===== config.mk =====
export PLATFORM = sky130hd
export DESIGN_NAME = csv_cell_splitter_classifier_unit
export DESIGN_NICKNAME = d
export VERILOG_FILES = /design/src/sv/csvc_pkg.sv /design/src/sv/csvc_front.sv /design/src/sv/csvc_queue.sv /design/src/sv/csvc_back.sv /design/src/sv/csv_cell_splitter_classifier_unit.sv
export SDC_FILE = /design/constraint.sdc
export NUM_CORES = 1
export LEC_CHECK = 0
export BUFFER_PORTS_ARGS = -buffer_cell sky130_fd_sc_hd__buf_4
export CAP_MARGIN = 20
export CORE_ASPECT_RATIO = 0.8
export CORE_MARGIN = 1.5
export CORE_UTILIZATION = 35
export DETAILED_ROUTE_END_ITERATION = 8
export GPL_ROUTABILITY_DRIVEN = 0
export PLACE_DENSITY = 0.47
export SYNTH_ARGS = -nofsm -noshare
export SYNTH_HDL_FRONTEND = slang
export SYNTH_SLANG_ARGS = --single-unit

===== constraint.sdc =====
create_clock -name clk_i -period 10.08 [get_ports clk_i]
set_input_delay 2.016 -clock clk_i [delete_from_list [all_inputs] [get_ports clk_i]]
set_output_delay 2.016 -clock clk_i [all_outputs]
set_load 0.02 [all_outputs]

===== src/sv/csvc_pkg.sv =====
// Types and constants of the CSV cell splitter and classifier.
`default_nettype none
package csvc_pkg;

  localparam int unsigned OFF_BITS = 16;
  localparam logic [OFF_BITS-1:0] OFF_MAX = {OFF_BITS{1'b1}};

  localparam int unsigned QDEPTH = 4;
  localparam int unsigned QPTR_W = $clog2(QDEPTH);

  localparam logic [7:0] SEP_RESET = 8'd44;
  localparam logic [7:0] CH_QUOTE  = 8'h22;
  localparam logic [7:0] CH_SPACE  = 8'h20;
  localparam logic [7:0] CH_TAB    = 8'h09;
  localparam logic [7:0] CH_PLUS   = 8'h2B;
  localparam logic [7:0] CH_MINUS  = 8'h2D;
  localparam logic [7:0] CH_DOT    = 8'h2E;
  localparam logic [7:0] CH_PCT    = 8'h25;
  localparam logic [7:0] CH_ZERO   = 8'h30;
  localparam logic [7:0] CH_NINE   = 8'h39;
  localparam logic [7:0] CH_LO_A   = 8'h61;
  localparam logic [7:0] CH_LO_Z   = 8'h7A;
  localparam logic [7:0] CH_UP_A   = 8'h41;
  localparam logic [7:0] CH_UP_Z   = 8'h5A;
  localparam logic [7:0] CH_LO_E   = 8'h65;
  localparam logic [7:0] CH_UP_E   = 8'h45;

  typedef enum logic [2:0] {
    CLS_LEAD,
    CLS_SIGN,
    CLS_DIGITS,
    CLS_TRAIL,
    CLS_SUFFIX,
    CLS_OTHER
  } cls_e;

  typedef enum logic [2:0] {
    KIND_EMPTY  = 3'd0,
    KIND_INT    = 3'd1,
    KIND_FLOAT  = 3'd2,
    KIND_SUFFIX = 3'd3,
    KIND_OTHER  = 3'd4
  } kind_e;

  typedef struct packed {
    logic digit;
    logic dot;
    logic expo;
    logic suffix;
    logic inq;
    logic quote;
  } flags_t;

  // One closed cell; trail asks the back end for an extra empty cell at tpos.
  typedef struct packed {
    logic [OFF_BITS-1:0] vs;
    logic [OFF_BITS-1:0] ve;
    kind_e               kind;
    logic                last;
    logic                trail;
    logic [OFF_BITS-1:0] tpos;
  } cell_t;

  typedef struct packed {
    logic empty;
    logic full;
  } q_stat_t;

endpackage
`default_nettype wire


===== src/sv/csvc_front.sv =====
// Front end: byte tokenizer and cell classifier, one byte per cycle while the cell queue is not full.
`default_nettype none
module csvc_front (
  input  wire logic                  clk_i,
  input  wire logic                  rst_ni,
  input  wire logic                  cfg_valid_i,
  input  wire logic [7:0]            cfg_data_i,
  input  wire logic                  in_valid_i,
  input  wire logic [7:0]            data_byte_i,
  input  wire logic                  end_of_record_i,
  input  wire csvc_pkg::q_stat_t     q_stat_i,
  output logic                       in_stall_o,
  output logic                       push_o,
  output csvc_pkg::cell_t            cell_o
);

  logic [7:0]                    sep_q;
  logic [csvc_pkg::OFF_BITS-1:0] pos_q, pos_d;
  csvc_pkg::cls_e                cls_q, cls_d;
  csvc_pkg::flags_t              fl_q, fl_d;
  logic                          cp_q, cp_d;
  logic                          ew_q, ew_d;
  logic [csvc_pkg::OFF_BITS-1:0] qop_q, qop_d;
  logic [csvc_pkg::OFF_BITS-1:0] qcp_q, qcp_d;
  logic                          qcv_q, qcv_d;
  logic [csvc_pkg::OFF_BITS-1:0] first_q, first_d;
  logic                          found_q, found_d;
  logic [csvc_pkg::OFF_BITS-1:0] tend_q, tend_d;

  logic                          accept;
  logic                          handled;
  logic                          brk;
  logic                          blank;
  logic                          unit;
  logic                          is_digit;
  logic [csvc_pkg::OFF_BITS-1:0] pos_inc;
  logic [csvc_pkg::OFF_BITS-1:0] endp;
  csvc_pkg::cls_e                s;

  function automatic logic [csvc_pkg::OFF_BITS-1:0] sat_inc(
    input logic [csvc_pkg::OFF_BITS-1:0] v
  );
    return (v == csvc_pkg::OFF_MAX) ? v : v + 1'b1;
  endfunction

  assign in_stall_o = q_stat_i.full;
  assign accept     = in_valid_i && !in_stall_o;
  assign pos_inc    = sat_inc(pos_q);

  assign blank    = (data_byte_i == csvc_pkg::CH_SPACE) || (data_byte_i == csvc_pkg::CH_TAB);
  assign is_digit = (data_byte_i >= csvc_pkg::CH_ZERO) && (data_byte_i <= csvc_pkg::CH_NINE);
  assign unit     = ((data_byte_i >= csvc_pkg::CH_LO_A) && (data_byte_i <= csvc_pkg::CH_LO_Z)) ||
                    ((data_byte_i >= csvc_pkg::CH_UP_A) && (data_byte_i <= csvc_pkg::CH_UP_Z)) ||
                    (data_byte_i == csvc_pkg::CH_PCT);

  always_comb begin
    handled = 1'b0;
    brk     = 1'b0;
    cls_d   = cls_q;
    fl_d    = fl_q;
    cp_d    = cp_q;
    ew_d    = ew_q;
    qop_d   = qop_q;
    qcp_d   = qcp_q;
    qcv_d   = qcv_q;
    first_d = first_q;
    found_d = found_q;
    tend_d  = tend_q;
    s       = cls_q;

    // Skip a sign right after an exponent letter, whatever else it could be.
    if (ew_q) begin
      ew_d = 1'b0;
      if ((data_byte_i == csvc_pkg::CH_PLUS) || (data_byte_i == csvc_pkg::CH_MINUS)) begin
        handled = 1'b1;
      end
    end

    if (!handled && cp_q) begin
      cp_d = 1'b0;
      if (data_byte_i == csvc_pkg::CH_QUOTE) begin
        cls_d   = csvc_pkg::CLS_OTHER;
        handled = 1'b1;
      end else begin
        fl_d.inq = 1'b0;
        qcv_d    = 1'b1;
        if (cls_d != csvc_pkg::CLS_OTHER) begin
          cls_d = csvc_pkg::CLS_TRAIL;
        end
      end
    end

    if (!handled) begin
      s = cls_d;
      if (!fl_d.inq && (data_byte_i == sep_q)) begin
        brk = 1'b1;
      end else if ((data_byte_i == csvc_pkg::CH_QUOTE) && !fl_d.quote &&
                   (s == csvc_pkg::CLS_LEAD)) begin
        fl_d.inq   = 1'b1;
        fl_d.quote = 1'b1;
        qop_d      = pos_q;
      end else if ((data_byte_i == csvc_pkg::CH_QUOTE) && fl_d.inq) begin
        qcp_d = pos_q;
        if (end_of_record_i) begin
          fl_d.inq = 1'b0;
          qcv_d    = 1'b1;
          if (s != csvc_pkg::CLS_OTHER) begin
            cls_d = csvc_pkg::CLS_TRAIL;
          end
        end else begin
          cp_d = 1'b1;
        end
      end else if (s != csvc_pkg::CLS_OTHER) begin
        if (blank) begin
          if ((s == csvc_pkg::CLS_DIGITS) || (s == csvc_pkg::CLS_SIGN) ||
              (s == csvc_pkg::CLS_SUFFIX)) begin
            cls_d = csvc_pkg::CLS_TRAIL;
          end
        end else if (s == csvc_pkg::CLS_SUFFIX) begin
          if (!unit) begin
            cls_d = csvc_pkg::CLS_OTHER;
          end
        end else if (s == csvc_pkg::CLS_TRAIL) begin
          if (unit && fl_d.digit && !fl_d.suffix) begin
            cls_d       = csvc_pkg::CLS_SUFFIX;
            fl_d.suffix = 1'b1;
          end else begin
            cls_d = csvc_pkg::CLS_OTHER;
          end
        end else if (is_digit) begin
          fl_d.digit = 1'b1;
          cls_d      = csvc_pkg::CLS_DIGITS;
        end else if (((data_byte_i == csvc_pkg::CH_PLUS) ||
                      (data_byte_i == csvc_pkg::CH_MINUS)) && (s == csvc_pkg::CLS_LEAD)) begin
          cls_d = csvc_pkg::CLS_SIGN;
        end else if ((data_byte_i == csvc_pkg::CH_DOT) && !fl_d.dot) begin
          fl_d.dot = 1'b1;
          cls_d    = csvc_pkg::CLS_DIGITS;
        end else if (((data_byte_i == csvc_pkg::CH_LO_E) ||
                      (data_byte_i == csvc_pkg::CH_UP_E)) && fl_d.digit && !fl_d.expo &&
                     (s == csvc_pkg::CLS_DIGITS)) begin
          fl_d.expo = 1'b1;
          fl_d.dot  = 1'b1;
          ew_d      = 1'b1;
        end else if (unit && (s == csvc_pkg::CLS_DIGITS) && fl_d.digit) begin
          cls_d       = csvc_pkg::CLS_SUFFIX;
          fl_d.suffix = 1'b1;
        end else begin
          cls_d = csvc_pkg::CLS_OTHER;
        end
      end
    end

    if (!brk && !blank) begin
      if (!found_d) begin
        found_d = 1'b1;
        first_d = pos_q;
      end
      tend_d = pos_inc;
    end

    // Build the closed cell from the updated state.
    endp = brk ? pos_q : pos_inc;
    if (fl_d.quote) begin
      cell_o.vs = sat_inc(qop_d);
      cell_o.ve = qcv_d ? qcp_d : endp;
    end else if (found_d) begin
      cell_o.vs = first_d;
      cell_o.ve = tend_d;
    end else begin
      cell_o.vs = endp;
      cell_o.ve = endp;
    end
    if (cls_d == csvc_pkg::CLS_OTHER) begin
      cell_o.kind = csvc_pkg::KIND_OTHER;
    end else if (fl_d.suffix) begin
      cell_o.kind = csvc_pkg::KIND_SUFFIX;
    end else if (!fl_d.digit) begin
      cell_o.kind = csvc_pkg::KIND_EMPTY;
    end else if (fl_d.dot) begin
      cell_o.kind = csvc_pkg::KIND_FLOAT;
    end else begin
      cell_o.kind = csvc_pkg::KIND_INT;
    end
    cell_o.last  = end_of_record_i && !brk;
    cell_o.trail = end_of_record_i && brk;
    cell_o.tpos  = pos_inc;
    push_o       = accept && (brk || end_of_record_i);

    pos_d = pos_inc;
    if (brk || end_of_record_i) begin
      cls_d   = csvc_pkg::CLS_LEAD;
      fl_d    = '0;
      cp_d    = 1'b0;
      ew_d    = 1'b0;
      qop_d   = '0;
      qcp_d   = '0;
      qcv_d   = 1'b0;
      first_d = '0;
      found_d = 1'b0;
      tend_d  = '0;
      if (end_of_record_i) begin
        pos_d = '0;
      end
    end
  end

  always_ff @(posedge clk_i or negedge rst_ni) begin
    if (!rst_ni) begin
      sep_q <= csvc_pkg::SEP_RESET;
    end else if (cfg_valid_i) begin
      sep_q <= cfg_data_i;
    end
  end

  always_ff @(posedge clk_i or negedge rst_ni) begin
    if (!rst_ni) begin
      pos_q   <= '0;
      cls_q   <= csvc_pkg::CLS_LEAD;
      fl_q    <= '0;
      cp_q    <= 1'b0;
      ew_q    <= 1'b0;
      qop_q   <= '0;
      qcp_q   <= '0;
      qcv_q   <= 1'b0;
      first_q <= '0;
      found_q <= 1'b0;
      tend_q  <= '0;
    end else if (accept) begin
      pos_q   <= pos_d;
      cls_q   <= cls_d;
      fl_q    <= fl_d;
      cp_q    <= cp_d;
      ew_q    <= ew_d;
      qop_q   <= qop_d;
      qcp_q   <= qcp_d;
      qcv_q   <= qcv_d;
      first_q <= first_d;
      found_q <= found_d;
      tend_q  <= tend_d;
    end
  end

endmodule
`default_nettype wire


===== src/sv/csvc_queue.sv =====
// Short cell queue between the tokenizer and the output stage.
`default_nettype none
module csvc_queue (
  input  wire logic              clk_i,
  input  wire logic              rst_ni,
  input  wire logic              push_i,
  input  wire csvc_pkg::cell_t   cell_i,
  input  wire logic              pop_i,
  output csvc_pkg::cell_t        head_o,
  output csvc_pkg::q_stat_t      stat_o
);

  csvc_pkg::cell_t             mem_q [csvc_pkg::QDEPTH];
  logic [csvc_pkg::QPTR_W-1:0] wr_q, rd_q;
  logic [csvc_pkg::QPTR_W:0]   cnt_q, cnt_d;
  logic                        do_push, do_pop;

  assign stat_o.empty = (cnt_q == '0);
  assign stat_o.full  = (cnt_q == (csvc_pkg::QPTR_W + 1)'(csvc_pkg::QDEPTH));
  assign do_push      = push_i && !stat_o.full;
  assign do_pop       = pop_i && !stat_o.empty;
  assign head_o       = mem_q[rd_q];

  always_comb begin
    cnt_d = cnt_q;
    if (do_push && !do_pop) begin
      cnt_d = cnt_q + 1'b1;
    end else if (do_pop && !do_push) begin
      cnt_d = cnt_q - 1'b1;
    end
  end

  always_ff @(posedge clk_i) begin
    if (do_push) begin
      mem_q[wr_q] <= cell_i;
    end
  end

  always_ff @(posedge clk_i or negedge rst_ni) begin
    if (!rst_ni) begin
      wr_q  <= '0;
      rd_q  <= '0;
      cnt_q <= '0;
    end else begin
      if (do_push) begin
        wr_q <= wr_q + 1'b1;
      end
      if (do_pop) begin
        rd_q <= rd_q + 1'b1;
      end
      cnt_q <= cnt_d;
    end
  end

endmodule
`default_nettype wire


===== src/sv/csvc_back.sv =====
// Back end: output register that sends each queued cell, plus the trailing empty cell.
`default_nettype none
module csvc_back (
  input  wire logic                          clk_i,
  input  wire logic                          rst_ni,
  input  wire csvc_pkg::cell_t               head_i,
  input  wire csvc_pkg::q_stat_t             q_stat_i,
  output logic                               pop_o,
  output logic                               out_valid_o,
  input  wire logic                          out_stall_i,
  output logic [csvc_pkg::OFF_BITS-1:0]      value_start_o,
  output logic [csvc_pkg::OFF_BITS-1:0]      value_end_o,
  output logic [2:0]                         value_kind_o,
  output logic                               last_cell_o
);

  csvc_pkg::cell_t cell_q;
  logic            valid_q;
  logic            second_q;
  logic            advance;
  logic            to_second;

  assign advance   = !valid_q || !out_stall_i;
  assign to_second = valid_q && cell_q.trail && !second_q;
  assign pop_o     = advance && !to_second && !q_stat_i.empty;

  always_ff @(posedge clk_i) begin
    if (pop_o) begin
      cell_q <= head_i;
    end
  end

  always_ff @(posedge clk_i or negedge rst_ni) begin
    if (!rst_ni) begin
      valid_q  <= 1'b0;
      second_q <= 1'b0;
    end else if (advance) begin
      if (to_second) begin
        second_q <= 1'b1;
      end else begin
        valid_q  <= !q_stat_i.empty;
        second_q <= 1'b0;
      end
    end
  end

  // The second beat of a trailing cell is the empty cell at the record length.
  assign out_valid_o   = valid_q;
  assign value_start_o = second_q ? cell_q.tpos : cell_q.vs;
  assign value_end_o   = second_q ? cell_q.tpos : cell_q.ve;
  assign value_kind_o  = second_q ? csvc_pkg::KIND_EMPTY : cell_q.kind;
  assign last_cell_o   = second_q ? 1'b1 : cell_q.last;

endmodule
`default_nettype wire


===== src/sv/csv_cell_splitter_classifier_unit.sv =====
// Path: a cell passes from the tokenizer through the cell queue into the output
// register; a trailing empty cell follows as a second beat.
// Throughput: one byte per cycle in, one cell beat per cycle out while out_stall_i is
// low; a record that ends on a separator gives two beats, the four-entry cell queue
// absorbs the extra one. Input stalls only while the cell queue is full.
// Reset: asynchronous, active low; clears the tokenizer, queue and output register
// and sets the separator to a comma.
`default_nettype none
module csv_cell_splitter_classifier_unit (
  input  wire logic                          clk_i,
  input  wire logic                          rst_ni,
  input  wire logic                          cfg_valid_i,
  output logic                               cfg_ready_o,
  input  wire logic [7:0]                    cfg_data_i,
  input  wire logic                          in_valid_i,
  output logic                               in_stall_o,
  input  wire logic [7:0]                    data_byte_i,
  input  wire logic                          end_of_record_i,
  output logic                               out_valid_o,
  input  wire logic                          out_stall_i,
  output logic [csvc_pkg::OFF_BITS-1:0]      value_start_o,
  output logic [csvc_pkg::OFF_BITS-1:0]      value_end_o,
  output logic [2:0]                         value_kind_o,
  output logic                               last_cell_o
);

  csvc_pkg::cell_t   push_cell;
  csvc_pkg::cell_t   head_cell;
  csvc_pkg::q_stat_t q_stat;
  logic              push;
  logic              pop;

  assign cfg_ready_o = 1'b1;

  csvc_front u_front (
    .clk_i           (clk_i),
    .rst_ni          (rst_ni),
    .cfg_valid_i     (cfg_valid_i),
    .cfg_data_i      (cfg_data_i),
    .in_valid_i      (in_valid_i),
    .data_byte_i     (data_byte_i),
    .end_of_record_i (end_of_record_i),
    .q_stat_i        (q_stat),
    .in_stall_o      (in_stall_o),
    .push_o          (push),
    .cell_o          (push_cell)
  );

  csvc_queue u_queue (
    .clk_i  (clk_i),
    .rst_ni (rst_ni),
    .push_i (push),
    .cell_i (push_cell),
    .pop_i  (pop),
    .head_o (head_cell),
    .stat_o (q_stat)
  );

  csvc_back u_back (
    .clk_i         (clk_i),
    .rst_ni        (rst_ni),
    .head_i        (head_cell),
    .q_stat_i      (q_stat),
    .pop_o         (pop),
    .out_valid_o   (out_valid_o),
    .out_stall_i   (out_stall_i),
    .value_start_o (value_start_o),
    .value_end_o   (value_end_o),
    .value_kind_o  (value_kind_o),
    .last_cell_o   (last_cell_o)
  );

endmodule
`default_nettype wire


== After elaboration in Yosys (flattened, before gate mapping) ==
Memory sizes are Yosys's and may differ from the RTL's. A register that Yosys moved wholly into a read port is not among the register bits.
Cells that the tools add are included.

* Output and inout port bits: 39
* Bits of input ports: 22
* Word-level logic and storage cells: 246
* Memories: 1
* Bits in writable memories: 212
* Register bits: 110

* $lt $le $gt $ge: 6
* Bitwise gates (word level): 1
* $add $sub $neg: 6
* Eq/ne operators: 30
* Reductions and logical operators: 62
* Multiplexer cells: 118

{| class="wikitable"
|+ Memory list
! name !! words !! width !! read ports !! clocked after memory_dff !! wr ports !! RTL line !! text
|-
| u_queue.mem_q || 4 || 53 || 1 || 1 || 1 || csvc_queue.sv:13 || <nowiki>csvc_pkg::cell_t mem_q [csvc_pkg::QDEPTH];</nowiki>
|}

{| class="wikitable"
|+ Operator list
! operator !! number
|-
| 2-to-1 mux 16 bit || 22
|-
| 2-to-1 mux 3 bit || 29
|-
| 2-to-1 mux 32 bit || 2
|-
| 2-to-1 mux 1 bit || 54
|-
| == test 8 x 6 -> 1 bit, second input constant || 6
|-
| adder 16 x 1 -> 16 bit, second input constant || 2
|-
| == test 16 bit, second input constant || 2
|-
| logical AND 1 bit || 30
|-
| 2-to-1 mux 4 bit || 5
|-
| != test 2 bit, second input constant || 10
|-
| 2-to-1 mux 6 bit || 3
|-
| == test 8 x 7 -> 1 bit, second input constant || 2
|-
| greater-or-equal comparator 8 x 7 -> 1 bit, second input constant || 2
|-
| <= comparator 8 x 7 -> 1 bit, second input constant || 2
|-
| logical NOT 1 bit || 16
|-
| AND reduction 13 bit || 1
|-
| == test 3 bit, second input constant || 3
|-
| logical OR 1 bit || 9
|-
| == test 8 x 4 -> 1 bit, second input constant || 1
|-
| == test 8 bit || 1
|-
| greater-or-equal comparator 8 x 6 -> 1 bit, second input constant || 1
|-
| <= comparator 8 x 6 -> 1 bit, second input constant || 1
|-
| == test 3 x 2 -> 1 bit, second input constant || 2
|-
| logical NOT 3 bit || 2
|-
| 9 further kinds || 15
|}

== Depth between registers and ports, before layout ==
* Depth in word-level cells: 27
* Mapped depth: 16
* Mapped depth without buffers: 13

== Cells and area by module ==
A second synthesis with hierarchy kept.

* Cells, all modules: 1362
* Area total of the unflattened synthesis: 17909.7 µm²

{| class="wikitable"
|+ By module, submodules not included
! module !! cells an instance !! instances !! seq. area each (µm²) !! area each (µm²)
|-
| csvc_queue || 313 || 1 || 6541.3 || 8139.1
|-
| csvc_front || 896 || 1 || 2531.2 || 7668.6
|-
| csvc_back || 151 || 1 || 1641.6 || 2090.8
|-
| csv_cell_splitter_classifier_unit || 2 || 1 || 0.0 || 11.3
|}

== Worst setup path before layout ==
No wires, ideal clock.

* Kind: input port to flip-flop
* Start point: input port data_byte_i[0]
* End point: memory u_queue.mem_q[0][42] (netlist name) (data pin)
* Stages: 15
* Path buffers: 2
* Arrival: 5.836 ns
* Path slack: 4.014 ns
* Library setup time: 0.230 ns
* Path through: buf_4 xnor2_1 nand4_1 o311ai_0 clkbuf_1 mux2i_1 inv_1 ha_1 nand3_1 nor4_1 nor2_1 mux2i_1 nor2_1 xnor2_1 a221oi_1

{| class="wikitable"
|+ RTL lines
! what !! RTL line !! text
|-
| start, declared || csv_cell_splitter_classifier_unit.sv:17 || <nowiki>input wire logic [7:0] data_byte_i,</nowiki>
|-
| end, declared || csvc_queue.sv:13 ||
|}

==> results.sh <==
export IMPL_status="finished, final reports clean"
export IMPL_worstPathRequired_ns=10.40
export IMPL_synthFlopType="edfxtp_1"
export IMPL_portBuffers=59
export IMPL_grt_use_total_pct=20.0
export IMPL_cp_slowest_cell="nor4_1"
export IMPL_ir_drop_v=0.000112
export IMPL_syn_area_um2=17500
export IMPL_synth_cell_types=82
export IMPL_first_pass_iters=6
export IMPL_path_delay_family="simple AND/OR/NAND/NOR gates"
export IMPL_synth_nets=1378
export IMPL_wirelength_mm=50.4
export IMPL_hold_end="u_front.tend_q[5]"
export IMPL_root_buffer="clkbuf_16"
export IMPL_reg2reg_setup_slack_ns=5.02
export IMPL_r2r_end="u_queue.mem_q[3][42]"
export IMPL_cts_sinks=375
export IMPL_syn_inst=1348
export IMPL_wl_met2_mm=21.5
export IMPL_crit_path_cell_trace="buf_4 -> nor4b_2 -> and3_1 -> o311a_1 -> buf_4 -> nand2_1 -> nand2_1 -> ha_1 -> nand3_1 -> nor4_1 -> nor2_1 -> mux2i_1 -> nor2_1 -> xnor2_1 -> a221oi_1"
export IMPL_via_count=11602
export IMPL_yosysWarnings=0
export IMPL_clkLatencyLatePin_ns=0.58
export IMPL_clk_path_buf_depth=3
export IMPL_grt_max_degree=64
export IMPL_postCtsHoldBufs=0
export IMPL_place_hpwl_mm=30.8
export IMPL_path_class="in2reg"
export IMPL_seq_area_frac_synth_pct=61.2
export IMPL_synth_seq_cells=375
export IMPL_drc_errors=0
export IMPL_h_tree_depth=2
export IMPL_core_um2=49600
export IMPL_startpoint="data_byte_i[4]"
export IMPL_hp_class="reg2reg"
export IMPL_pin_count=61
export IMPL_dr_first_iter_drc_count=1089
export IMPL_leakage_nw=7.31
export IMPL_hold_start="u_front.tend_q[5]"
export IMPL_tritoncts="yes"
export IMPL_finalSetupViolations=0
export IMPL_met1_length_mm=24.7
export IMPL_max_stage_delay_ns=0.86
export IMPL_fp_dieH_um=203
export IMPL_ant_nets=0
export IMPL_die_x_um=253
export IMPL_final_period_utilization_pct=63.9
export IMPL_arrival_ns=6.76
export IMPL_utilization_pct=40.5
export IMPL_r2r_cells=15
export IMPL_period_needed_ns=6.44
export IMPL_clock_skew_ns=0.0166
export IMPL_cp_buffers_inverters=2
export IMPL_powerDensity_nw_per_um2=249
export IMPL_ys_async_sr_fraction_pct=29.3
export IMPL_antenna_found_initial=1
export IMPL_drive_above_1_share_pct=18.3
export IMPL_initial_core_util_pct=35.3
export IMPL_dieArea_um2=51400
export IMPL_top_layer="met4"
export IMPL_antenna_cells=0
export IMPL_cts_setup_buffers=0
export IMPL_synth_area_per_cell_um2=13.0
export IMPL_slew_headroom_pct=29.4
export IMPL_p_total_mw=4.99
export IMPL_fin_setup_tns_ns=0
export IMPL_hold_viol_final=0
export IMPL_layout_nets=1424
export IMPL_clkSlewWorstSetupHoldPaths_ns=0.07
export IMPL_met3_length_mm=3.10
export IMPL_slew_violations=0
export IMPL_num_rows=73
export IMPL_grt_setup_unrepaired="false"
export IMPL_grt_pass1_vias=11437
export IMPL_reg2reg_from="u_front.fl_q[0]"
export IMPL_cp_depth=15
export IMPL_routedWlPerCell_um=24.0
export IMPL_grt_pass1_wl_mm=76.4
export IMPL_crit_path_start_kind="primary input"
export IMPL_crit_fanout=19
export IMPL_post_cts_resized=0
export IMPL_maxCapViolations=0
export IMPL_synth_edf_count=265
export IMPL_area_delta_synth_final_pct=14.5
export IMPL_via_per_inst=5.52
export IMPL_worstMarginPinSlew_ns=1.06
export IMPL_gr_total_overflow=0
export IMPL_cts_buffers_inserted=42
export IMPL_fillers=4651
export IMPL_min_delay_path_depth=2
export IMPL_endpoint_kind="register"
export IMPL_fmax_mhz=155
-- placed cells by master (no fill, tap or decap), types with 5 or more instances in the layout --
cell and n:
a22o_1 72, xor2_1 14, clkbuf_16 43, dfrtp_1 105, clkinv_1 8, o211ai_1 10
nor2b_1 6, edfxtp_1 265, nand2_1 109, nand3_1 30, xnor2_1 45, buf_4 91
o31ai_1 7, o22ai_1 15, mux4_2 53, inv_1 52, o221ai_1 23, a211o_1 5
clkinv_2 7, nand2b_1 5, or2_2 6, mux2i_1 22, a21oi_1 34, mux2_2 15
clkbuf_1 11, nand4_1 17, and3_1 6, o21ai_0 87, nor4_1 9, ha_1 7
nor3_1 31, nor2_1 83, clkbuf_8 5, or3_1 5, a221oi_1 7, a31oi_1 10
a21o_1 6
-- worst max-delay path by stage --
stage	endpoint
floorplan	u_queue.mem_q[0][42]
global placement	u_queue.mem_q[0][42]
detailed placement	u_queue.mem_q[0][42]
CTS	u_queue.mem_q[3][42]
global route	u_queue.mem_q[1][42]
finish	u_queue.mem_q[3][42]
-- state kept, by name, indices dropped and copies added (netlist names), 6 cells and up --
register and flops:
u_queue.mem_q 212, u_front.pos_q 16, u_front.fl_q 6, u_front.qcp_q 16, u_front.first_q 16, u_front.sep_q 8
u_front.qop_q 16, u_front.tend_q 16, u_back.cell_q 53
-- routing by layer --
metal  up-vias  GRT usage (%)
met5         -          0.190
met4         0           5.56
met3        64           4.09
met2       395           29.0
met1      5869           30.3
li1       5274              -
-- cell families (layout without fill, tap and decap cells) --
group / count (synthesis) / after routing / synth area share [%]
AOI/OAI and AO/OA: 323 / 323 / 13.1
xor gates and xnor gates: 59 / 59 / 2.95
adders and majority gates: 8 / 8 / 0.614
buffers and inverters: 147 / 227 / 3.58
DFF: 375 / 375 / 61.2
muxes: 90 / 90 / 9.03
other: 1 / 1 / 0.0214
and+or+nand+nor: 345 / 345 / 9.52
-- where the power goes --
group | switching, mW | leakage (nW) | internal [mW]
Combinational | 0.770 | 2.69 | 0.509
Clock | 0.638 | 0.675 | 0.903
Sequential | 0.185 | 3.94 | 1.99
Total | 1.59 | 7.31 | 3.40
-- Yosys cell counts (5+ instances only) --
master    count  share of area (%)
edfxtp_1    265                 45
nand2_1     109                2.3
dfrtp_1     107                 15
o21ai_0      88                2.5
nor2_1       85                1.8
a22o_1       72                3.6
clkbuf_1     60                1.3
inv_1        53                1.1
mux4_2       53                6.8
xnor2_1      45                2.2
a21oi_1      34               0.97
nor3_1       31               0.89
nand3_1      30               0.86
o221ai_1     23                1.1
mux2i_1      22                1.3
nand4_1      17               0.61
mux2_2       15               0.96
o22ai_1      15               0.54
xor2_1       14               0.70
buf_2        12               0.34
a31oi_1      10               0.36
o211ai_1     10               0.43
nor4_1        9               0.32
and2_1        8               0.29
buf_1         8               0.17
a221oi_1      7               0.35
ha_1          7               0.50
o31ai_1       7               0.30
a21o_1        6               0.26
and3_1        6               0.21
buf_4         6               0.26
nor2b_1       6               0.21
or2_2         6               0.21
a211o_1       5               0.25
buf_6         5               0.32
nand2b_1      5               0.18
or3_1         5               0.18
-- metrics by stage --
stage	std cells	hold WS (ns)	worst slack (ns)	instance area, µm²
floorplan	1348	0.443	4.01	17500
global placement	2022	0.461	3.23	18700
finish	2103	0.487	3.64	20100
global route	2103	0.513	3.06	20100
detailed placement	2024	0.465	3.16	18700
CTS	2102	0.480	3.74	20100
-- area by class of cell --
type / instances / area (µm²) / area share (%)
tap: 675 / 845 / 4.21
clock buffer: 59 / 1190 / 5.91
inverter: 56 / 210 / 1.05
multi-input combinational: 826 / 6220 / 31.0
clock inverter: 19 / 189 / 0.941
sequential: 375 / 10700 / 53.4
timing repair buffer: 93 / 699 / 3.49
-- worst min-delay path, delay by kind of cell, from the launching register on --
kind | cells | cell delay, ns
compound gates | 1 | 0.06
simple gates | 1 | 0.05
flops | 1 | 0.35
No activity file was read; power rests on OpenSTA's default activity.
